$ cat src/rtl/mbtg_pkg.sv
// ----------------------------------------------------------------------------
// mbtg_pkg
// Shared types and constants for the multichannel burst trigger generator.
// ----------------------------------------------------------------------------
package mbtg_pkg;

  localparam int CHANNELS_DEF     = 4;
  localparam int COUNTER_BITS_DEF = 32;

  localparam int NUM_WIDTH_REGS = 4;
  localparam int PIN_W          = 4;
  localparam int KIND_W         = 2;
  localparam int BURST_W        = 32;
  localparam int PULSE_W        = 32;
  localparam int CFG_IDX_W      = 3;
  localparam int CFG_DATA_W     = 32;
  localparam int IN_TDATA_W     = 32;
  localparam int OUT_TDATA_W    = 40;

  localparam int LED_DIV   = 15;
  localparam int LED_REM_W = 4;

  localparam logic [CFG_DATA_W-1:0] RELOAD_RST = 32'd3999999;

  typedef enum logic [KIND_W-1:0] {
    KIND_TICK  = 2'd0,
    KIND_START = 2'd1,
    KIND_STOP  = 2'd2,
    KIND_BURST = 2'd3
  } kind_t;

  typedef enum logic [CFG_IDX_W-1:0] {
    CFG_RELOAD    = 3'd0,
    CFG_WIDTH_CH0 = 3'd1,
    CFG_WIDTH_CH1 = 3'd2,
    CFG_WIDTH_CH2 = 3'd3,
    CFG_WIDTH_CH3 = 3'd4,
    CFG_POLARITY  = 3'd5
  } cfg_idx_t;

  typedef struct packed {
    logic [BURST_W-1:0] burst_count;
    kind_t              kind;
  } item_t;

  typedef struct packed {
    logic               refused;
    logic               burst_done;
    logic               led;
    logic [PULSE_W-1:0] pulse_count;
    logic               running;
    logic [PIN_W-1:0]   pins;
  } result_t;

endpackage

$ cat src/rtl/mbtg_cfg_regs.sv
// ----------------------------------------------------------------------------
// mbtg_cfg_regs
// Configuration register file: reload value, channel widths, polarity.
// ----------------------------------------------------------------------------
module mbtg_cfg_regs #(
  parameter int CHANNELS     = mbtg_pkg::CHANNELS_DEF,
  parameter int COUNTER_BITS = mbtg_pkg::COUNTER_BITS_DEF
) (
  input  logic                             clk,
  input  logic                             rst_n,
  input  logic                             cfg_we,
  input  logic [mbtg_pkg::CFG_IDX_W-1:0]   cfg_index,
  input  logic [mbtg_pkg::CFG_DATA_W-1:0]  cfg_wdata,
  output logic [COUNTER_BITS-1:0]          reload_r,
  output logic [COUNTER_BITS-1:0]          width_r [CHANNELS],
  output logic                             polarity_r
);
  import mbtg_pkg::*;

  always_ff @(posedge clk) begin
    if (!rst_n) begin
      reload_r   <= RELOAD_RST[COUNTER_BITS-1:0];
      polarity_r <= 1'b1;
    end else if (cfg_we) begin
      case (cfg_idx_t'(cfg_index))
        CFG_RELOAD:   reload_r   <= cfg_wdata[COUNTER_BITS-1:0];
        CFG_POLARITY: polarity_r <= cfg_wdata[0];
        default: ;
      endcase
    end
  end

  // Channels past the width registers keep a zero width forever.
  always_ff @(posedge clk) begin
    for (int i = 0; i < CHANNELS; i++) begin
      if (!rst_n) begin
        width_r[i] <= '0;
      end else if (cfg_we && (i < NUM_WIDTH_REGS) &&
                   (cfg_index == CFG_WIDTH_CH0 + CFG_IDX_W'(i))) begin
        width_r[i] <= cfg_wdata[COUNTER_BITS-1:0];
      end
    end
  end

endmodule

$ cat src/rtl/mbtg_in_stage.sv
// ----------------------------------------------------------------------------
// mbtg_in_stage
// Input register: holds one item until the core consumes it.
// ----------------------------------------------------------------------------
module mbtg_in_stage (
  input  logic                             clk,
  input  logic                             rst_n,
  input  logic                             in_tvalid,
  output logic                             in_tready,
  input  logic [mbtg_pkg::IN_TDATA_W-1:0]  in_tdata,
  input  logic [mbtg_pkg::KIND_W-1:0]      in_tuser,
  input  logic                             take,
  output logic                             item_valid,
  output mbtg_pkg::item_t                  item
);
  import mbtg_pkg::*;

  logic  valid_r;
  item_t item_r;

  assign in_tready  = !valid_r || take;
  assign item_valid = valid_r;
  assign item       = item_r;

  always_ff @(posedge clk) begin
    if (!rst_n) begin
      valid_r <= 1'b0;
    end else if (in_tvalid && in_tready) begin
      valid_r <= 1'b1;
    end else if (take) begin
      valid_r <= 1'b0;
    end
  end

  always_ff @(posedge clk) begin
    if (in_tvalid && in_tready) begin
      item_r.kind        <= kind_t'(in_tuser);
      item_r.burst_count <= in_tdata[BURST_W-1:0];
    end
  end

endmodule

$ cat src/rtl/mbtg_core.sv
// ----------------------------------------------------------------------------
// mbtg_core
// Shared counter, compare registers, pulse and burst bookkeeping.
// ----------------------------------------------------------------------------
module mbtg_core #(
  parameter int CHANNELS     = mbtg_pkg::CHANNELS_DEF,
  parameter int COUNTER_BITS = mbtg_pkg::COUNTER_BITS_DEF
) (
  input  logic                     clk,
  input  logic                     rst_n,
  input  logic                     fire,
  input  mbtg_pkg::item_t          item,
  input  logic [COUNTER_BITS-1:0]  reload,
  input  logic [COUNTER_BITS-1:0]  width [CHANNELS],
  input  logic                     polarity,
  output mbtg_pkg::result_t        res
);
  import mbtg_pkg::*;

  localparam int LVL_W = (CHANNELS > PIN_W) ? CHANNELS : PIN_W;

  logic [COUNTER_BITS-1:0] count_r,  count_nxt;
  logic                    running_r, running_nxt;
  logic [PULSE_W-1:0]      pulses_r, pulses_nxt;
  logic [BURST_W-1:0]      burst_r,  burst_nxt;
  logic [COUNTER_BITS-1:0] cmp_r   [CHANNELS];
  logic [COUNTER_BITS-1:0] cmp_nxt [CHANNELS];
  logic [LED_REM_W-1:0]    led_rem_r, led_rem_nxt;
  logic                    led_r, led_nxt;

  logic [COUNTER_BITS-1:0] w_eff [CHANNELS];
  logic [CHANNELS-1:0]     over;
  logic [CHANNELS-1:0]     lt_cur;
  logic [CHANNELS-1:0]     lt_start;
  logic [CHANNELS-1:0]     lvl;
  logic [LVL_W-1:0]        lvl_ext;
  logic [COUNTER_BITS-1:0] count_start;
  logic                    wrap;
  logic                    pulse_inc;
  logic                    pulse_clr;
  logic                    done;
  logic                    refused;

  // Start and burst checks run beside the level compares.
  always_comb begin
    count_start = running_r ? count_r : '0;
    wrap        = (count_r >= reload);
    for (int i = 0; i < CHANNELS; i++) begin
      w_eff[i]    = (width[i] == '0) ? COUNTER_BITS'(1) : width[i];
      over[i]     = (w_eff[i] > reload);
      lt_cur[i]   = (count_r < cmp_r[i]);
      lt_start[i] = (count_start < w_eff[i]);
    end
  end

  always_comb begin
    count_nxt   = count_r;
    running_nxt = running_r;
    burst_nxt   = burst_r;
    cmp_nxt     = cmp_r;
    lvl         = lt_cur;
    pulse_inc   = 1'b0;
    pulse_clr   = 1'b0;
    done        = 1'b0;
    refused     = 1'b0;

    case (item.kind)
      KIND_TICK: begin
        if (running_r) begin
          if (wrap) begin
            count_nxt = '0;
            pulse_inc = 1'b1;
            if (burst_r != '0) begin
              if (burst_r == BURST_W'(1)) begin
                running_nxt = 1'b0;
                burst_nxt   = '0;
                for (int i = 0; i < CHANNELS; i++) cmp_nxt[i] = '0;
                done = 1'b1;
              end else begin
                burst_nxt = burst_r - BURST_W'(1);
              end
            end
          end else begin
            count_nxt = count_r + COUNTER_BITS'(1);
          end
        end
      end
      KIND_STOP: begin
        running_nxt = 1'b0;
        burst_nxt   = '0;
        for (int i = 0; i < CHANNELS; i++) cmp_nxt[i] = '0;
        lvl = '0;
      end
      KIND_START, KIND_BURST: begin
        if (item.kind == KIND_BURST && item.burst_count == '0) begin
          refused = 1'b1;
        end else begin
          if (item.kind == KIND_BURST) begin
            pulse_clr = 1'b1;
            burst_nxt = item.burst_count;
          end
          if (|over) begin
            running_nxt = 1'b0;
            burst_nxt   = '0;
            for (int i = 0; i < CHANNELS; i++) cmp_nxt[i] = '0;
            lvl     = '0;
            refused = 1'b1;
          end else begin
            cmp_nxt     = w_eff;
            count_nxt   = count_start;
            running_nxt = 1'b1;
            lvl         = lt_start;
          end
        end
      end
      default: ;
    endcase
  end

  // led = bit 0 of pulses / 15, tracked as a remainder and a quotient bit.
  // 2^32 is not a multiple of 15, so the 32-bit count's rollover clears both.
  always_comb begin
    pulses_nxt  = pulses_r;
    led_rem_nxt = led_rem_r;
    led_nxt     = led_r;
    if (pulse_clr) begin
      pulses_nxt  = '0;
      led_rem_nxt = '0;
      led_nxt     = 1'b0;
    end else if (pulse_inc) begin
      pulses_nxt = pulses_r + PULSE_W'(1);
      if (pulses_r == '1) begin
        led_rem_nxt = '0;
        led_nxt     = 1'b0;
      end else if (led_rem_r == LED_REM_W'(LED_DIV - 1)) begin
        led_rem_nxt = '0;
        led_nxt     = ~led_r;
      end else begin
        led_rem_nxt = led_rem_r + LED_REM_W'(1);
      end
    end
  end

  always_comb begin
    lvl_ext         = LVL_W'(lvl);
    res.pins        = lvl_ext[PIN_W-1:0] ^ {PIN_W{~polarity}};
    res.running     = running_nxt;
    res.pulse_count = pulses_nxt;
    res.led         = led_nxt;
    res.burst_done  = done;
    res.refused     = refused;
  end

  always_ff @(posedge clk) begin
    if (!rst_n) begin
      count_r   <= '0;
      running_r <= 1'b0;
      pulses_r  <= '0;
      burst_r   <= '0;
      led_rem_r <= '0;
      led_r     <= 1'b0;
      for (int i = 0; i < CHANNELS; i++) cmp_r[i] <= '0;
    end else if (fire) begin
      count_r   <= count_nxt;
      running_r <= running_nxt;
      pulses_r  <= pulses_nxt;
      burst_r   <= burst_nxt;
      led_rem_r <= led_rem_nxt;
      led_r     <= led_nxt;
      cmp_r     <= cmp_nxt;
    end
  end

endmodule

$ cat src/rtl/mbtg_out_stage.sv
// ----------------------------------------------------------------------------
// mbtg_out_stage
// Result register driving the output stream.
// ----------------------------------------------------------------------------
module mbtg_out_stage (
  input  logic                              clk,
  input  logic                              rst_n,
  input  logic                              load,
  input  mbtg_pkg::result_t                 res,
  output logic                              can_load,
  output logic                              out_tvalid,
  input  logic                              out_tready,
  output logic [mbtg_pkg::OUT_TDATA_W-1:0]  out_tdata,
  output logic                              out_tlast
);
  import mbtg_pkg::*;

  logic    valid_r;
  result_t res_r;

  assign can_load   = !valid_r || out_tready;
  assign out_tvalid = valid_r;
  assign out_tlast  = res_r.burst_done;
  assign out_tdata  = {1'b0, res_r.refused, res_r.led, res_r.pulse_count,
                       res_r.running, res_r.pins};

  always_ff @(posedge clk) begin
    if (!rst_n) begin
      valid_r <= 1'b0;
    end else if (load) begin
      valid_r <= 1'b1;
    end else if (out_tready) begin
      valid_r <= 1'b0;
    end
  end

  always_ff @(posedge clk) begin
    if (load) begin
      res_r <= res;
    end
  end

endmodule

$ cat src/rtl/multichannel_burst_trigger_generator.sv
// ----------------------------------------------------------------------------
// multichannel_burst_trigger_generator
// Multichannel trigger generator on one shared counter, with burst count.
// ----------------------------------------------------------------------------
// Usage:
//   Input stream: one transfer per timer tick or command. in_tuser carries
//   the kind (tick, start, stop, start burst); in_tdata the burst count.
//   Output stream: one result transfer per input transfer, in order.
//   Config port: cfg_we/cfg_index/cfg_wdata, written while the block idles;
//   width registers take effect at the next start or burst.
// Path: each input transfer lands in the input register, and its result is
//   then loaded into the result register, which offers it on the output.
// Throughput: 1 transfer per cycle without output stalls; the whole counter,
//   compare and burst update of an item is one core pass between the registers.
// Reset: counter, pulse count, burst count and compares clear, outputs idle,
//   config returns to its defaults, both stream stages empty.
// Stall: with out_tready low the result register holds; the input register
//   takes one more transfer, then in_tready drops until the result drains.
// ----------------------------------------------------------------------------
module multichannel_burst_trigger_generator #(
  parameter int CHANNELS     = mbtg_pkg::CHANNELS_DEF,
  parameter int COUNTER_BITS = mbtg_pkg::COUNTER_BITS_DEF
) (
  input  logic                              clk,
  input  logic                              rst_n,
  // in_tdata: burst_count[31:0]
  input  logic [mbtg_pkg::IN_TDATA_W-1:0]   in_tdata,
  // in_tuser: kind[1:0]
  input  logic [mbtg_pkg::KIND_W-1:0]       in_tuser,
  input  logic                              in_tvalid,
  output logic                              in_tready,
  // out_tdata: pins[3:0], running[4], pulse_count[36:5], led[37],
  //            refused[38], zero[39]
  output logic [mbtg_pkg::OUT_TDATA_W-1:0]  out_tdata,
  // out_tlast: burst_done
  output logic                              out_tlast,
  output logic                              out_tvalid,
  input  logic                              out_tready,
  input  logic                              cfg_we,
  input  logic [mbtg_pkg::CFG_IDX_W-1:0]    cfg_index,
  input  logic [mbtg_pkg::CFG_DATA_W-1:0]   cfg_wdata
);
  import mbtg_pkg::*;

  logic [COUNTER_BITS-1:0] reload;
  logic [COUNTER_BITS-1:0] width [CHANNELS];
  logic                    polarity;
  logic                    item_valid;
  item_t                   item;
  result_t                 res;
  logic                    can_load;
  logic                    fire;

  assign fire = item_valid && can_load;

  mbtg_cfg_regs #(
    .CHANNELS     (CHANNELS),
    .COUNTER_BITS (COUNTER_BITS)
  ) u_cfg (
    .clk        (clk),
    .rst_n      (rst_n),
    .cfg_we     (cfg_we),
    .cfg_index  (cfg_index),
    .cfg_wdata  (cfg_wdata),
    .reload_r   (reload),
    .width_r    (width),
    .polarity_r (polarity)
  );

  mbtg_in_stage u_in (
    .clk        (clk),
    .rst_n      (rst_n),
    .in_tvalid  (in_tvalid),
    .in_tready  (in_tready),
    .in_tdata   (in_tdata),
    .in_tuser   (in_tuser),
    .take       (fire),
    .item_valid (item_valid),
    .item       (item)
  );

  mbtg_core #(
    .CHANNELS     (CHANNELS),
    .COUNTER_BITS (COUNTER_BITS)
  ) u_core (
    .clk      (clk),
    .rst_n    (rst_n),
    .fire     (fire),
    .item     (item),
    .reload   (reload),
    .width    (width),
    .polarity (polarity),
    .res      (res)
  );

  mbtg_out_stage u_out (
    .clk        (clk),
    .rst_n      (rst_n),
    .load       (fire),
    .res        (res),
    .can_load   (can_load),
    .out_tvalid (out_tvalid),
    .out_tready (out_tready),
    .out_tdata  (out_tdata),
    .out_tlast  (out_tlast)
  );

endmodule

$ cat config.mk
export PLATFORM = sky130hd
export DESIGN_NAME = multichannel_burst_trigger_generator
export DESIGN_NICKNAME = d
export VERILOG_FILES = /design/src/rtl/mbtg_pkg.sv /design/src/rtl/mbtg_cfg_regs.sv /design/src/rtl/mbtg_in_stage.sv /design/src/rtl/mbtg_core.sv /design/src/rtl/mbtg_out_stage.sv /design/src/rtl/multichannel_burst_trigger_generator.sv
export SDC_FILE = /design/constraint.sdc
export NUM_CORES = 2
export LEC_CHECK = 0
export BUFFER_PORTS_ARGS = -buffer_cell sky130_fd_sc_hd__buf_2
export CORE_UTILIZATION = 35
export CTS_CLUSTER_SIZE = 20
export DETAILED_ROUTE_END_ITERATION = 8
export GPL_TIMING_DRIVEN = 0
export SLEW_MARGIN = 20
export SYNTH_ARGS = -nofsm -noshare
export SYNTH_HDL_FRONTEND = slang
export SYNTH_SLANG_ARGS = --single-unit
$ cat constraint.sdc
create_clock -name clk -period 9.8 [get_ports clk]
set_input_delay 1.96 -clock clk [delete_from_list [all_inputs] [get_ports clk]]
set_output_delay 1.96 -clock clk [all_outputs]
set_load 0.005 [all_outputs]
==> results <==
- For this run, the top clock speed supported by timing is between 150 and 200 MHz.
- The floorplan step defined a die boundary enclosing 0.0850 sq mm.
- The final instance area is 0.0333 sq mm.
- Including well taps, the total number of placed cells is 4718.
- The total number of nets in the final design is roughly 4200.
- The longest individual stage delay on the worst path is 0.74 ns.
- Counting stages on the worst path, the most repeated cell is clkbuf_1.
- The initial utilization of the core area, before any placement, comes to 0.356.
- The TritonCTS buffer count is 55.
- By area, the combinational part of the netlist is dominated by compound AO/OA/AOI/OAI gates.
- The worst ir drop on vdd is 0.000133 V.
- The share of final-layout standard cells stronger than drive strength 1 is 0.0778.
- The run finished with clean final reports.
- Relative to the synthesized area, the layout overhead comes to 13.7%.
- TritonCTS built the clock tree.
- The type of the setup path with the least slack is register to register.
- The critical path buffer and inverter count is 3.
- The final hold violation count came to 0.
- The complex-gate fraction of the synthesized area was 0.204.
- The clock drives 467 sinks.
- Yosys attributes the largest share of cell area to dfxtp_1, ha_1, edfxtp_1.
- The die span in x is 292 um.
- The post-cts hold buffer count is 0.
- The final antenna-violating net count is 0.
- Setup repair after global routing left no endpoint under its margin.
- At the later pin of the worst-skew pair, clock insertion delay measures 0.65 ns.
- The total overflow left after global routing is 0.
- Yosys mapped a number of flops with a built-in enable equal to 74.
- The period utilization is 0.555.
- The cell area that synthesis handed to floorplanning was about 0.03 sq mm.
- At the worst endpoint, the arrival time is between 5 and 6 ns.
- The worst-case clock skew is 0.0268 ns.
- The number of setup buffers added after CTS is 0.
- In this run the most used layer during global routing was met2.
- The worst hold path begins at u_cfg.reload_r[26].
- Of the total power, the share spent switching nets is 0.277.
- Detailed routing inserted a total of approximately 27000 vias.
- Entering global routing, the biggest net connects 43 pins.
- For the final routed database, the setup TNS stands at 0 ns.
- The area of the core region is 0.0825 sq mm.
- The signal on the critical path passes through clkbuf_1 > clkbuf_1 > clkbuf_1 > and2_1 > ha_1 > nand4_1 > nor2_1 > nand3_1 > nor4_1 > o311ai_0 > and3_1 > a31oi_1 > xnor2_1.
- For this design the static power due to leakage is 0.0133 uW.
- The final max-slew violation count is 0.
- In this run the worst path has a maximum fanout of 10.
- The type of the worst min-delay path is register to register.
- For this run, global-route usage on met3 was measured as 0.0367.
- Across the whole layout, storage elements account for 0.0101 sq mm.
- The number of gates resized after CTS was 0.
- The CTS root buffer is clkbuf_16.
- The endpoint of the worst hold path is u_cfg.reload_r[26].
- For the finished layout, the period the worst path requires is about 5.4 ns.
- The number of H-tree branching levels is 2.
- The met2 capacity usage during global routing is 0.400.
- The analysis attributes to net switching a power of 1370 uW.
- The largest individual stage delay along the critical path comes from the cell nor4_1.
- The DRC marker count from the first detailed-route iteration is 2696.
- The HPWL after detailed placement is ~85000 um.
- The die is 292 um tall.
- Of the total synthesized cell area, the portion taken by full adders, half adders and majority gates is 0.174.
- In this run the cell area measured after placement is 0.0313 sq mm.
- After synthesis, the share of flip-flops with an asynchronous set or reset is 0.
- Across the run, the number of max-cap violations was 0.
- The top-level port count is about 120.
- After filler insertion, the fill cell instance count of the layout stands at 8438.
- The first global-routing pass estimated 163000 um of wire.
- The area occupied by multi-input gates is 0.0170 sq mm.
- The detailed-route DRC error count is 0.
- The number of buffers between clock root and the deepest sink is 3.
- The most used flip-flop cell after synthesis is dfxtp_1.
- Setup violations remaining at the end of the flow were counted as 0.
- The first TritonRoute pass finished after 5 iterations.
- The number of instances in the synthesized netlist is approximately 3500.
- The clock-pin slew of the registers on the worst-case setup and hold paths is 0.06 ns.
- The relative slew slack is 0.215.
- The sequential-to-total area share from yosys stat is 0.344.
- The worst register-to-register path ends at u_out.out_tdata[1].
- Of the total synthesized cell area, the portion taken by AND, OR, NAND and NOR gates is 0.184.
- Dividing total power by cell area gives a power density of 149 mW/mm^2.
- The fraction of synthesized cell area in xor and xnor cells is 0.0149.
- The worst setup path is launched from a register.
- The synthesized design spends more area on one cell type than any other, namely dfxtp_1.
- The number of different library cells used by synthesis comes to 83.
- Buffers placed on the I/O ports in this run total 114.
- The global-route met1 utilization is 0.342.
- The mux cell area share after synthesis is 0.00171.
- The final RePlAce weighted congestion is 0.993.
- The internal power of the cells is 3590 uW.
- STA classifies the critical path endpoint as a register.
- Row generation in the floorplan step produced 105 rows.
- The number of nets in the synthesized netlist is 4012.
- The pin slew with the least headroom to its limit is 1.18 ns.
- In this run the critical register-to-register path is launched from u_core.running_r.
- The mean instance size in the synthesized netlist is 8.31 sq um.
- At the worst endpoint, the required time is 10.17 ns.
- The worst hold path was traced through 2 stages.
- The synthesized design contains 467 register bits.
- Of the post-synthesis cell area, the dominant cell type holds 0.268.
- For this run, the total global-route usage over all layers was measured as 0.253.
- The share of total power dissipated in combinational logic is 0.120.
- The finished layout holds about 4800 standard cells, fillers aside.
- The Yosys warning count is 0.
- Of the total power, registers draw 0.411.
- The mean routed wirelength per cell is ~23 um.
- The worst setup slack for register-to-register paths is 4.36 ns.
- The via count of the first global-routing pass is around 26000.
- Measured in cells, the most critical reg-to-reg path has a length of 13.
- The initial antenna violation count came to 3.
- The total routed wirelength is 110000 um.
- After detailed routing, the number of vias per cell comes to 5.70.
- The clock power share is 0.468.
- The family with the most delay on the worst path is simple AND/OR/NAND/NOR gates.
==> worst register-to-register path, stage by stage (launching register included) <==
cell and delay (ns):
dfxtp_1 0.30, clkbuf_1 0.42, clkbuf_1 0.50, clkbuf_1 0.53, and2_1 0.38, ha_1 0.20, nand4_1 0.13, nor2_1 0.27
nand3_1 0.19, nor4_1 0.74, o311ai_0 0.61, and3_1 0.39, a31oi_1 0.21, xnor2_1 0.30
==> cells in the mapped netlist, types with 9 or more instances <==
cell         n
a22o_1     128
a22oi_1     21
clkbuf_1   217
o21ai_0    143
nand3_1     77
a21oi_1    319
nand2_1    469
buf_2       31
a31oi_1     30
o21a_1      22
and3_1      26
and4_1      15
a211oi_1    29
nor4_1      66
xnor2_1     22
a221oi_1     9
a41oi_1     10
and2_1      35
xor2_1      28
edfxtp_1    74
o211ai_1    41
or3_1       29
inv_1      307
nor2b_1     16
o31ai_1     12
nor3_1      78
a21o_1      49
nor2_1     148
o22ai_1     10
o2bb2ai_1   19
ha_1       406
dfxtp_1    393
nand4_1     97
nand2b_1    17
==> power by group through the flow <==
stage | Clock, uW | Sequential (uW) | Combinational (uW)
final | 2320 | 2040 | 597
after global routing | 2420 | 2040 | 641
after CTS | 2350 | 2040 | 584
after detailed placement | 0 | 2080 | 580
after global placement | 0 | 2080 | 575
after floorplan | 0 | 2060 | 365
==> kinds of logic after synthesis <==
logic type,after synthesis
flops,467
other cells,1
fa+ha+maj,408
compound gates,913
buf+inv,576
mux,5
simple gates,1112
xor+xnor,50
==> cells in the final DEF, fill, tap and decap left out, types with 15 or more instances in the layout <==
cell type,count
nand3_1,77
a31oi_1,30
dfxtp_1,393
nor2_1,148
a22oi_1,21
a21o_1,49
inv_1,307
edfxtp_1,74
nor2b_1,16
o21a_1,22
o2bb2ai_1,19
a211oi_1,29
o21ai_0,143
clkbuf_16,55
o211ai_1,41
and2_1,34
nand2_1,469
a21oi_1,319
xor2_1,28
clkbuf_1,222
a22o_1,128
buf_2,145
nand2b_1,17
nor3_1,76
nor4_1,64
and4_1,15
nand4_1,97
xnor2_1,22
or3_1,29
ha_1,406
and3_1,26
==> area by class of cell <==
type                       count  share of cell area
timing repair buffer         116              0.0179
antenna                        1           0.0000750
multi-input combinational   2489               0.510
clock buffer                  68              0.0445
inverter                     307              0.0346
buffer                       269              0.0340
sequential                   467               0.303
clock inverter                35              0.0166
tap                         1070              0.0401
==> layer usage <==
metal,routed length [um],share of wire
met4,5120,0.046
met2,48500,0.44
met3,8230,0.075
met5,11,0.00010
met1,48300,0.44
==> state kept, by name (all words and copies together), names as in the netlist <==
signal,cells
u_out.out_tdata,39
u_in.item,34
u_core.burst_r,32
u_cfg.reload_r,32
u_core.led_rem_r,4
u_in.item_valid,1
u_cfg.width_r,128
u_out.out_tlast,1
u_out.out_tvalid,1
u_core.running_r,1
u_cfg.polarity_r,1
u_core.cmp_r,128
u_core.pulses_r,32
u_core.led_r,1
u_core.count_r,32
==> per-stage QoR <==
| step | hold slack [ns] | setup WS [ns] | power, uW | util |
|---|---|---|---|---|
| floorplan | 0.427 | 5.59 | 2420 | - |
| global placement | 0.442 | 4.11 | 2660 | 0.379 |
| detailed placement | 0.448 | 4.77 | 2660 | 0.379 |
| CTS | 0.456 | 4.68 | 4970 | 0.404 |
| global route | 0.484 | 4.38 | 5110 | 0.404 |
| finish | 0.453 | 4.36 | 4960 | 0.404 |
==> how the worst max path moves through the flow <==
stage / depth (start not counted) / slack (ns) / startpoint / to
final: 13 / 4.36 / u_core.running_r / u_out.out_tdata[1]
after global routing: 13 / 4.38 / u_core.running_r / u_out.out_tdata[1]
after CTS: 13 / 4.68 / u_core.running_r / u_out.out_tdata[1]
after detailed placement: 13 / 4.77 / u_core.running_r / u_out.out_tdata[1]
after global placement: 8 / 4.11 / out_tready / u_core.pulses_r[3]
after floorplan: 7 / 5.59 / out_tready / u_core.pulses_r[3]
Power figures use the tool's default switching activity.
